--- src/rtl/sks_pkg.sv ---
package sks_pkg;

	localparam int KEY_W = 16;
	localparam int POS_W = 12;
	localparam int CNT_W = 13;
	localparam int IDX_W = 12;
	localparam int DEFAULT_DEPTH = 4096;

	localparam logic [KEY_W-1:0] KEY_LIMIT = 16'hFFF1;
	localparam logic [CNT_W-1:0] CNT_RESET = 13'd4096;

	localparam logic CMD_LOAD   = 1'b0;
	localparam logic CMD_LOOKUP = 1'b1;

	// controller to datapath
	typedef struct packed {
		logic write;          // store one key into the table
		logic capture;        // latch lookup key, read entry 0
		logic init;           // open the search window, read first midpoint
		logic step;           // narrow the window, read next midpoint
		logic set_result;     // latch the lookup answer
		logic result_found;
		logic result_from_mid;
		logic push;           // move the answer into the output register
	} sks_cmd_t;

	// datapath to controller
	typedef struct packed {
		logic probe_eq;       // read entry equals the lookup key
		logic key_high;       // key at or above the search limit
		logic range_empty;    // window closes after this probe
		logic out_free;       // output register can take a beat
	} sks_sts_t;

endpackage

--- src/rtl/sks_ctrl.sv ---
module sks_ctrl
	import sks_pkg::*;
(
	input  logic     clk,
	input  logic     arst_n,
	input  logic     in_valid,
	input  logic     command,
	input  sks_sts_t sts,
	output logic     in_stall,
	output sks_cmd_t cmd
);

	localparam logic [1:0] ST_IDLE = 2'd0;
	localparam logic [1:0] ST_CHK0 = 2'd1;
	localparam logic [1:0] ST_SRCH = 2'd2;
	localparam logic [1:0] ST_PUSH = 2'd3;

	logic [1:0] st_q;
	logic [1:0] st_d;

	assign in_stall = (st_q != ST_IDLE);

	always_comb begin
		st_d = st_q;
		cmd  = '0;
		case (st_q)
			ST_IDLE: begin
				if (in_valid) begin
					if (command == CMD_LOAD) begin
						cmd.write = 1'b1;
					end else begin
						cmd.capture = 1'b1;
						st_d        = ST_CHK0;
					end
				end
			end
			ST_CHK0: begin
				// entry 0 match wins over the key limit
				if (sts.probe_eq) begin
					cmd.set_result   = 1'b1;
					cmd.result_found = 1'b1;
					st_d             = ST_PUSH;
				end else if (sts.key_high) begin
					cmd.set_result = 1'b1;
					st_d           = ST_PUSH;
				end else begin
					cmd.init = 1'b1;
					st_d     = ST_SRCH;
				end
			end
			ST_SRCH: begin
				if (sts.probe_eq) begin
					cmd.set_result      = 1'b1;
					cmd.result_found    = 1'b1;
					cmd.result_from_mid = 1'b1;
					st_d                = ST_PUSH;
				end else if (sts.range_empty) begin
					cmd.set_result = 1'b1;
					st_d           = ST_PUSH;
				end else begin
					cmd.step = 1'b1;
				end
			end
			ST_PUSH: begin
				if (sts.out_free) begin
					cmd.push = 1'b1;
					st_d     = ST_IDLE;
				end
			end
			default: begin
				st_d = ST_IDLE;
			end
		endcase
	end

	always_ff @(posedge clk or negedge arst_n) begin
		if (!arst_n) begin
			st_q <= ST_IDLE;
		end else begin
			st_q <= st_d;
		end
	end

`ifndef SYNTH
	a_capture_to_chk0: assert property (@(posedge clk) disable iff (!arst_n)
		cmd.capture |=> (st_q == ST_CHK0))
		else $error("lookup start did not move to entry 0 check");

	a_result_to_push: assert property (@(posedge clk) disable iff (!arst_n)
		cmd.set_result |=> (st_q == ST_PUSH))
		else $error("latched answer not followed by push");

	a_push_to_idle: assert property (@(posedge clk) disable iff (!arst_n)
		(st_q == ST_PUSH && sts.out_free) |=> (st_q == ST_IDLE))
		else $error("push with free output did not return to idle");
`endif

endmodule

--- config.mk ---
export PLATFORM = sky130hd
export DESIGN_NAME = sks_ctrl
export DESIGN_NICKNAME = d
export VERILOG_FILES = /design/src/rtl/sks_pkg.sv /design/src/rtl/sks_ctrl.sv
export SDC_FILE = /design/constraint.sdc
export NUM_CORES = 1
export LEC_CHECK = 0
export BUFFER_PORTS_ARGS = -buffer_cell sky130_fd_sc_hd__buf_2
export CORE_AREA = 5 5 42 44
export CTS_CLUSTER_DIAMETER = 50
export DETAILED_ROUTE_END_ITERATION = 7
export DIE_AREA = 0 0 47 49
export PLACE_DENSITY_LB_ADDON = 0.08
export SYNTH_ARGS = -nofsm -noshare
export SYNTH_HDL_FRONTEND = slang
export SYNTH_SLANG_ARGS = --single-unit
--- constraint.sdc ---
create_clock -name clk -period 1.52 [get_ports clk]
set_input_delay 0.228 -clock clk [delete_from_list [all_inputs] [get_ports clk]]
set_output_delay 0.228 -clock clk [all_outputs]
set_load 0.005 [all_outputs]
==> results of run 1 <==
## cells by family after synthesis
family                     after synthesis  synth area share (%)
AOI/OAI and AO/OA                        5                 18.32
adders and majority gates                4                 19.80
buffers and inverters                    3                 4.455
DFF                                      2                 19.80
muxes                                    2                 10.39
and+or+nand+nor                         11                 27.23
## what timing repair did
action / CTS / global route
gates resized for setup: 11 / 1
pin swaps: 3 / 1
hold buffers: 1 / 0
hold endpoints to repair: 2 / 0
endpoints found under the setup margin: 7 / 10
buffers inserted: 3 / 0
## worst reg2reg max path, stage by stage, from the launching register on
cell	delay, ps
dfrtp_1	370
buf_4	140
buf_4	140
ha_4	150
nor2b_4	130
a211oi_4	190
mux2_4	320
## power breakdown
| part | internal [mW] | total, mW | switching (mW) |
|---|---|---|---|
| Clock | 0.0875 | 0.123 | 0.0351 |
| Sequential | 0.0848 | 0.112 | 0.0270 |
| Combinational | 0.490 | 0.796 | 0.307 |
| Total | 0.662 | 1.03 | 0.369 |
## Yosys cell counts
library cell / number / area share [%]
ha_1: 4 / 20
nor2b_1: 1 / 2.5
nand2_1: 2 / 3.0
and2_1: 1 / 2.5
or2_2: 1 / 2.5
o21a_2: 1 / 3.5
and2_2: 2 / 5.9
o21a_1: 1 / 3.0
a211oi_2: 1 / 4.9
nor3b_1: 1 / 3.0
mux2_4: 1 / 5.9
dfrtp_1: 2 / 20
inv_1: 3 / 4.5
nor2_1: 2 / 3.0
mux2_1: 1 / 4.5
o41ai_1: 1 / 3.5
nor3b_2: 1 / 4.9
a2bb2oi_1: 1 / 3.5
## how the worst min path moves through the flow
stage	from	endpoint	slack (ps)
6_report	arst_n	st_q[1]$_DFFE_PN0P_	320
5_1_grt	arst_n	st_q[1]$_DFFE_PN0P_	330
4_1_cts	arst_n	st_q[1]$_DFFE_PN0P_	310
3_5_place_dp	arst_n	st_q[0]$_DFFE_PN0P_	10
3_3_place_gp	arst_n	st_q[0]$_DFFE_PN0P_	20
2_1_floorplan	arst_n	st_q[0]$_DFFE_PN0P_	-70
## metrics by stage
stage | area (um2) | total power [mW]
2_1_floorplan | 252.7 | 0.4401
3_3_place_gp | 390.4 | 0.6985
3_5_place_dp | 390.4 | 0.6975
4_1_cts | 503.0 | 1.015
5_1_grt | 510.5 | 1.127
6_report | 510.5 | 1.031
## layer usage
metal	routed length, um	vias to the layer above
met3	77	3
li1	-	149
met4	30	0
met2	416	13
met5	0	-
met1	272	137
## area by class of cell
class / count / area, um2 / share of cell area [%]
multi-input cells: 22 / 256.5 / 50.25
repair buffers: 25 / 150.1 / 29.41
flip-flops and latches: 2 / 50.05 / 9.804
clock buffers: 3 / 22.52 / 4.412
well taps: 16 / 20.02 / 3.922
inverters: 3 / 11.26 / 2.206
==> key figures, run 1 <==
Yosys
  • Post-synth net total: 39
  • Mapped Cells: 27
  • Avg Inst Size Synth: 9.361 um2
  • Warnings, synthesis: 0
  • Synth unique cells: 18
  • Synth Cell Area: 252.7 um2
  • FF+latch count, synth: 2
  • Seq/Total Area, Yosys: 19.80%

Global routing
  • GRT overflow: 0
  • GRT busiest layer: met2
  • Initial antenna violation count: 0
  • Met1 GRT Util: 7.473%
  • Global-route wire length before repair: 1.338 mm
  • GRT Total Usage: 8.451%
  • Largest net degree at the start of global routing: 7
  • Met3 global-route usage: 1.107%
  • Met2 Usage GRT: 14.71%
  • Number of global-route vias before repair: 339

Floorplan
  • Die Ht: 49 um
  • IO Pins: 17
  • Core Region: 0.001401 mm2
  • DIE WIDTH: 47 um
  • Die ar.: 0.002303 mm2
  • Cell row count: 14
  • Starting density of the core: 18.04%

Clocking
  • CTS tree: yes
  • TritonCTS Buffers: 3
  • Clock transition at path regs: 30 ps
  • CTS H-tree lvls: 1
  • Root Buffer: clkbuf_4
  • Max clock buf depth: 2
  • Clock sink count: 2
  • Clk_lat worst skew: 230 ps

Cells and area
  • Most common cell after layout, fill and taps aside: buf_2
  • Number of nets in the layout: 69
  • Most frequent cells in the layout: buf_2, buf_4, ha_4, clkbuf_4
  • Max FFs per register: 2
  • Area delta synth->final: 102.0%
  • Largest registers: st_q x2
  • Share of layout cells above drive strength 1: 74.55%
  • ANT cells: 0
  • Fin cells: 71
  • Fillcell total: 159
  • Finished Core Util: 36.43%
  • Top reg by flops: st_q

Timing
  • Fin crit share: 107.1%
  • Rel. slew slack: 81.00%
  • Final min period: 1629 ps
  • Fin. Hold Viols: 0
  • Setup TNS: -221.5 ps
  • Max Slew Vio Count: 0
  • Measured slew at the worst slew-check pin: 281.3 ps
  • # setup viols final: 5
  • Max Clk Rate: 614.0 MHz
  • Setup ws final: -108.5 ps
  • Unrepaired setup endpoints after global routing: yes
  • Clock skew: 2.006 ps
  • Hold Slack: 315.9 ps

Run status
  • Status: finished, violations left
  • Failing checks: setup timing

Critical path
  • CP Depth: 4
  • Crit Reg-Reg Endpoint: st_q[1]$_DFFE_PN0P_
  • Crit path capture type: output port
  • Flop2flop setup slack: -50 ps
  • Critical Path RT: 1290 ps
  • Worst path arrival time: 1400 ps
  • WP buf/inv: 1
  • Crit. Startpoint: st_q[1]$_DFFE_PN0P_
  • Cell Chain, Critical Path: ha_4 -> mux2_4 -> o21a_1 -> buf_2
  • Worst R2R Path Depth: 6
  • Crit Path Class: flop to output port
  • Setup crit end: cmd[3]
  • CP Launch Type: flop
  • Crit-path slowest cell: dfrtp_1
  • CP max FO: 3
  • CP delay by family, top: flip-flops
  • Worst path max stage delay: 410 ps
  • Reg2reg start: st_q[0]$_DFFE_PN0P_

Routing
  • Routed wire length per instance: 11.23 um
  • Final ANT Viol Nets: 0
  • Drc violations: 0
  • Via density: 4.254
  • DR pass1 iterations: 1
  • DRC marker count from the first detailed-route iteration: 0
  • Final WL: 797 um
  • Total number of vias: 302

Power and ir drop
  • LEAKAGE: 0.2572 nW
  • Maximum VDD drop: 0.7505 mV
  • Pwr per Cell Area: 2019 mW/mm2

Job
  • Max Cap Viol: 0

Placed design
  • PortBufs: 16
  • Cells after DPL: 64
  • Worst slack at placement: -22.20 ps
  • Final HPWL DP: 597.8 um
  • Routability cong.: 0.7412

Worst hold path
  • Hold Path Class: primary input to async pin
Power figures use the tool's default switching activity.
==> run 2, diff against run 1 <==
- GPL_TIMING_DRIVEN: not set -> 0
- MAX_ROUTING_LAYER: not set -> met4
==> run 2 against run 1 <==
The flow still finishes with violations (setup timing); utilization fell by 3.8 points; fmax rose by 0.99%; count of clock-buffer cells in the layout did not move; hold slack improved by 6.1 ps; global-route usage fell by 0.65 points; register-to-register slack barely moved; clock power fell by 6%; non-clock buffer count fell by 4; setup slack improved by 16 ps; sequential share of layout area rose by 1.4 points; combinational power fell by 14%; largest cell class unchanged.
==> key figures, run 2 (synthesized netlist as in run 1, its figures left out) <==
Job
  • Max Cap Viol: 0 (unchanged)

Timing
  • Measured slew at the worst slew-check pin: 255.6 ps (was 281.3 ps)
  • Setup ws final: -92.55 ps (was -108.5 ps)
  • Final min period: 1613 ps (was 1629 ps)
  • Fin crit share: 106.1% (was 107.1%)
  • Clock skew: 2.349 ps (was 2.006 ps)
  • Unrepaired setup endpoints after global routing: yes (unchanged)
  • # setup viols final: 3 (was 5)
  • Rel. slew slack: 82.74% (was 81.00%)
  • Fin. Hold Viols: 0 (unchanged)
  • Max Clk Rate: 620.1 MHz (was 614.0 MHz)
  • Max Slew Vio Count: 0 (unchanged)

Cells and area
  • Max FFs per register: 2 (unchanged)
  • Most frequent cells in the layout: buf_2, clkbuf_4, buf_4 (was buf_2, buf_4, ha_4, clkbuf_4)
  • Area delta synth->final: 80.69% (was 102.0%)
  • Top reg by flops: st_q (unchanged)
  • ANT cells: 0 (unchanged)
  • Share of layout cells above drive strength 1: 70.59% (was 74.55%)
  • Most common cell after layout, fill and taps aside: buf_2 (unchanged)
  • Largest registers: st_q x2 (unchanged)
  • Number of nets in the layout: 65 (was 69)
  • Fin cells: 67 (was 71)
  • Design area: 456.7 um2 (was 510.5 um2)

Global routing
  • Number of global-route vias before repair: 322 (was 339)
  • Global-route wire length before repair: 1.324 mm (was 1.338 mm)
  • Initial antenna violation count: 0 (unchanged)
  • GRT Total Usage: 7.798% (was 8.451%)
  • GRT overflow: 0 (unchanged)
  • Largest net degree at the start of global routing: 7 (unchanged)

Critical path
  • Crit path capture type: output port (unchanged)
  • CP max FO: 3 (unchanged)
  • Flop2flop setup slack: -50 ps (about the same)
  • CP Launch Type: flop (unchanged)
  • Crit Path Class: flop to output port (unchanged)
  • Critical Path RT: 1290 ps (about the same)
  • Worst path arrival time: 1380 ps (was 1400 ps)
  • Worst R2R Path Depth: 5 (was 6)

Routing
  • DRC marker count from the first detailed-route iteration: 0 (unchanged)
  • Via density: 4.209 (was 4.254)
  • Final ANT Viol Nets: 0 (unchanged)
  • DR pass1 iterations: 1 (unchanged)
  • Final WL: 717 um (was 797 um)
  • Total number of vias: 282 (was 302)
  • Routed wire length per instance: 10.70 um (was 11.23 um)
  • Drc violations: 0 (unchanged)

Floorplan
  • IO Pins: 17 (unchanged)
  • Die ar.: 0.002303 mm2 (unchanged)
  • Cell row count: 14 (unchanged)
  • Die Ht: 49 um (unchanged)
  • DIE WIDTH: 47 um (unchanged)
  • Core Region: 0.001401 mm2 (unchanged)
  • Starting density of the core: 18.04% (unchanged)

Placed design
  • Final HPWL DP: 581.7 um (was 597.8 um)
  • PortBufs: 16 (unchanged)
  • Cell Area, Placed: 352.8 um2 (was 390.4 um2)
  • Routability cong.: 0.6830 (was 0.7412)
  • Cells after DPL: 59 (was 64)

Worst hold path
  • Hold Path Class: primary input to async pin (unchanged)

Clocking
  • Root Buffer: clkbuf_4 (unchanged)
  • Clock transition at path regs: 30 ps (about the same)
  • CTS tree: yes (unchanged)
  • CTS H-tree lvls: 1 (unchanged)
  • TritonCTS Buffers: 3 (unchanged)
  • Max clock buf depth: 2 (unchanged)
  • Clk_lat worst skew: 220 ps (was 230 ps)
  • Clock sink count: 2 (unchanged)

Power and ir drop
  • Pwr per Cell Area: 2005 mW/mm2 (was 2019 mW/mm2)
  • Maximum VDD drop: 0.8334 mV (was 0.7505 mV)
  • LEAKAGE: 0.2326 nW (was 0.2572 nW)
  • Power Total: 915.5 uW (was 1.031 mW)

Run status
  • Failing checks: setup timing (unchanged)
  • Status: finished, violations left (unchanged)
## run 2: changes by cell type in the layout (fill, tap and decap cells not counted), sizes merged
cell and delta:
buf -4
## run 2: worst paths after layout
path | from | end
worst max register to register | st_q[1]$_DFFE_PN0P_ | st_q[1]$_DFFE_PN0P_
worst min-delay path | arst_n | st_q[0]$_DFFE_PN0P_
min in group clk | in_valid | st_q[0]$_DFFE_PN0P_
worst min register to register | st_q[1]$_DFFE_PN0P_ | st_q[1]$_DFFE_PN0P_
worst max-delay path | st_q[1]$_DFFE_PN0P_ | cmd[3]
max in group asynchronous | arst_n | st_q[1]$_DFFE_PN0P_
## run 2: worst max-delay path: stages (launching register included)
cell	delay [ps]
dfrtp_2	420
ha_4	170
mux2_4	290
o21a_1	160
buf_2	120
## run 2: layout make-up
cell class | count | area, um2
well taps | 16 | 20.02
multi-input cells | 22 | 221.5
inverters | 3 | 11.26
fillers | 165 | 944.7
flip-flops and latches | 2 | 51.30
clock buffers | 3 | 22.52
repair buffers | 21 | 130.1
## run 2: report_power, final
group	internal [mW]	switching [mW]
Sequential	0.0877	0.0299
Clock	0.0871	0.0294
Combinational	0.418	0.264
Total	0.593	0.323
## run 2: repair_timing
action / CTS / global route
setup buffers: 3 / 1
cloned: 0 / 0
pin swaps: 1 / 0
resized for setup: 6 / 4
endpoints found under the hold margin: 2 / 0
hold buffers: 1 / 0
endpoints found under the setup margin: 4 / 5
## run 2: routing by layer
metal	track usage, %	wire length (um)	vias up
li1	-	-	144
met1	8.352	283	128
met2	12.22	370	10
met3	3.690	62	0
met4	2.765	0	0
met5	-	0	-
## run 2: through the flow
step	utilization, %	hold slack, ps	setup WS (ps)	setup TNS (ps)
3_5_place_dp	25.18	13.40	-113.0	-144.9
4_1_cts	31.25	316.7	-102.3	-162.2
5_1_grt	32.59	325.2	-163.8	-530.5
3_3_place_gp	25.18	13.04	-134.6	-174.6
6_report	32.59	322.1	-92.55	-189.6
2_1_floorplan	-	-67.59	0.9891	0
==> run 3, diff against run 2 <==
- CTS_BUF_LIST: not set -> sky130_fd_sc_hd__clkbuf_8
==> run 3 against run 2 <==
Global-route usage fell by 0.072 points; largest power group unchanged; the flow still finishes with violations (setup timing); sequential power about the same; sequential share of layout area is 0.44 points lower; design area is 4.1% higher.
==> key figures, run 3 (synthesized netlist as in run 1, its figures left out) <==
Cells and area
  • Top reg by flops: st_q (unchanged)
  • Max FFs per register: 2 (unchanged)
  • Largest registers: st_q x2 (unchanged)
  • Fin cells: 67 (unchanged)
  • Share of layout cells above drive strength 1: 70.59% (unchanged)
  • Number of nets in the layout: 65 (unchanged)
  • ANT cells: 0 (unchanged)
  • Most common cell after layout, fill and taps aside: buf_2 (unchanged)
  • Area delta synth->final: 88.12% (was 80.69%)
  • Fillcell total: 161 (was 165)
  • Most frequent cells in the layout: buf_2, clkbuf_8, buf_4 (was buf_2, clkbuf_4, buf_4)

Routing
  • DRC marker count from the first detailed-route iteration: 2 (was 0)
  • DR pass1 iterations: 2 (was 1)
  • Total number of vias: 281 (was 282)
  • Via density: 4.194 (was 4.209)
  • Drc violations: 0 (unchanged)
  • Final WL: 717 um (unchanged)
  • Routed wire length per instance: 10.70 um (unchanged)
  • Final ANT Viol Nets: 0 (unchanged)

Timing
  • Clock skew: 3.146 ps (was 2.349 ps)
  • Measured slew at the worst slew-check pin: 255.6 ps (unchanged)
  • Setup TNS: -159.1 ps (was -189.6 ps)
  • Fin crit share: 105.1% (was 106.1%)
  • Rel. slew slack: 82.74% (unchanged)
  • Hold Slack: 336.9 ps (was 322.1 ps)
  • Max Slew Vio Count: 0 (unchanged)
  • Max Clk Rate: 626.1 MHz (was 620.1 MHz)
  • Fin. Hold Viols: 0 (unchanged)
  • Unrepaired setup endpoints after global routing: yes (unchanged)
  • Setup ws final: -77.20 ps (was -92.55 ps)
  • Final min period: 1597 ps (was 1613 ps)
  • # setup viols final: 3 (unchanged)

Worst hold path
  • Hold Path Class: primary input to async pin (unchanged)

Clocking
  • Root Buffer: clkbuf_8 (was clkbuf_4)
  • Clk_lat worst skew: 210 ps (was 220 ps)
  • Clock transition at path regs: 30 ps (about the same)
  • CTS tree: yes (unchanged)
  • Clock sink count: 2 (unchanged)
  • CTS H-tree lvls: 1 (unchanged)
  • Max clock buf depth: 2 (unchanged)
  • TritonCTS Buffers: 3 (unchanged)

Job
  • Max Cap Viol: 0 (unchanged)

Power and ir drop
  • Maximum VDD drop: 0.9657 mV (was 0.8334 mV)
  • LEAKAGE: 0.2404 nW (was 0.2326 nW)
  • Pwr per Cell Area: 2112 mW/mm2 (was 2005 mW/mm2)

Floorplan
  • Core Region: 0.001401 mm2 (unchanged)
  • IO Pins: 17 (unchanged)
  • Cell row count: 14 (unchanged)
  • Starting density of the core: 18.04% (unchanged)
  • DIE WIDTH: 47 um (unchanged)
  • Die Ht: 49 um (unchanged)
  • Die ar.: 0.002303 mm2 (unchanged)

Placed design
  • PortBufs: 16 (unchanged)
  • Routability cong.: 0.6830 (unchanged)
  • Final HPWL DP: 581.7 um (unchanged)
  • Cells after DPL: 59 (unchanged)

Critical path
  • Crit path capture type: output port (unchanged)
  • CP Launch Type: flop (unchanged)
  • Critical Path RT: 1290 ps (about the same)
  • CP max FO: 3 (unchanged)
  • Worst path arrival time: 1370 ps (was 1380 ps)
  • Crit Path Class: flop to output port (unchanged)

Global routing
  • Initial antenna violation count: 0 (unchanged)
  • Global-route wire length before repair: 1.311 mm (was 1.324 mm)
  • GRT Total Usage: 7.726% (was 7.798%)
  • GRT overflow: 0 (unchanged)
  • Number of global-route vias before repair: 323 (was 322)
  • Largest net degree at the start of global routing: 7 (unchanged)

Run status
  • Status: finished, violations left (unchanged)
  • Failing checks: setup timing (unchanged)
[run 3: cell counts in the layout (fill, tap and decap cells not counted)]
No cell type changed its count.
[run 3: where the power goes]
part	internal [mW]	total (mW)	switching, mW	leakage [nW]
Sequential	0.0877	0.118	0.0299	0.0222
Combinational	0.418	0.682	0.264	0.197
Clock	0.167	0.205	0.0377	0.0216
Total	0.673	1.00	0.331	0.240
[run 3: cell type report]
cell class / instances / area (um2) / area share (%)
well taps: 16 / 20.02 / 4.211
inverters: 3 / 11.26 / 2.368
repair buffers: 21 / 130.1 / 27.37
clock buffers: 3 / 41.29 / 8.684
flip-flops and latches: 2 / 51.30 / 10.79
multi-input cells: 22 / 221.5 / 46.58
[run 3: critical path: stages (launching register included)]
cell and delay, ps:
dfrtp_1 380, inv_2 80, ha_4 130, mux2_4 290, o21a_1 160, buf_2 120
[run 3: stage by stage]
stage	total power, mW	worst slack [ps]	instance area, um2	util [%]
final	1.004	-77.20	475.5	33.93
after global placement	0.5968	-134.6	352.8	25.18
after CTS	0.9581	-82.45	456.7	32.59
after detailed placement	0.5981	-113.0	352.8	25.18
after global routing	1.099	-139.2	475.5	33.93
after floorplan	0.4401	0.9891	252.7	-
[run 3: final timing paths]
path,from,endpoint,slack (ps),depth (start not counted)
worst max-delay path,st_q[0]$_DFFE_PN0P_,cmd[3],-80,5
worst min-delay path,arst_n,st_q[0]$_DFFE_PN0P_,340,2
worst max register to register,st_q[1]$_DFFE_PN0P_,st_q[1]$_DFFE_PN0P_,-50,5
worst min register to register,st_q[1]$_DFFE_PN0P_,st_q[1]$_DFFE_PN0P_,690,2
max in group asynchronous,arst_n,st_q[1]$_DFFE_PN0P_,1080,2
min in group clk,in_valid,st_q[0]$_DFFE_PN0P_,480,4
[run 3: timing repair]
| item | 4_1_cts | 5_1_grt |
|---|---|---|
| endpoints found under the setup margin | 4 | 4 |
| gates resized for setup | 6 | 4 |
| hold endpoints to repair | 2 | 0 |
| hold buffers | 1 | 0 |
| setup buffers | 3 | 1 |
| pin swaps | 1 | 0 |
[run 3: metal layers]
layer	GRT usage, %	part of all wire (%)
met5	-	0
met4	2.765	0
met3	3.690	8.6
met2	12.22	51
met1	8.132	40
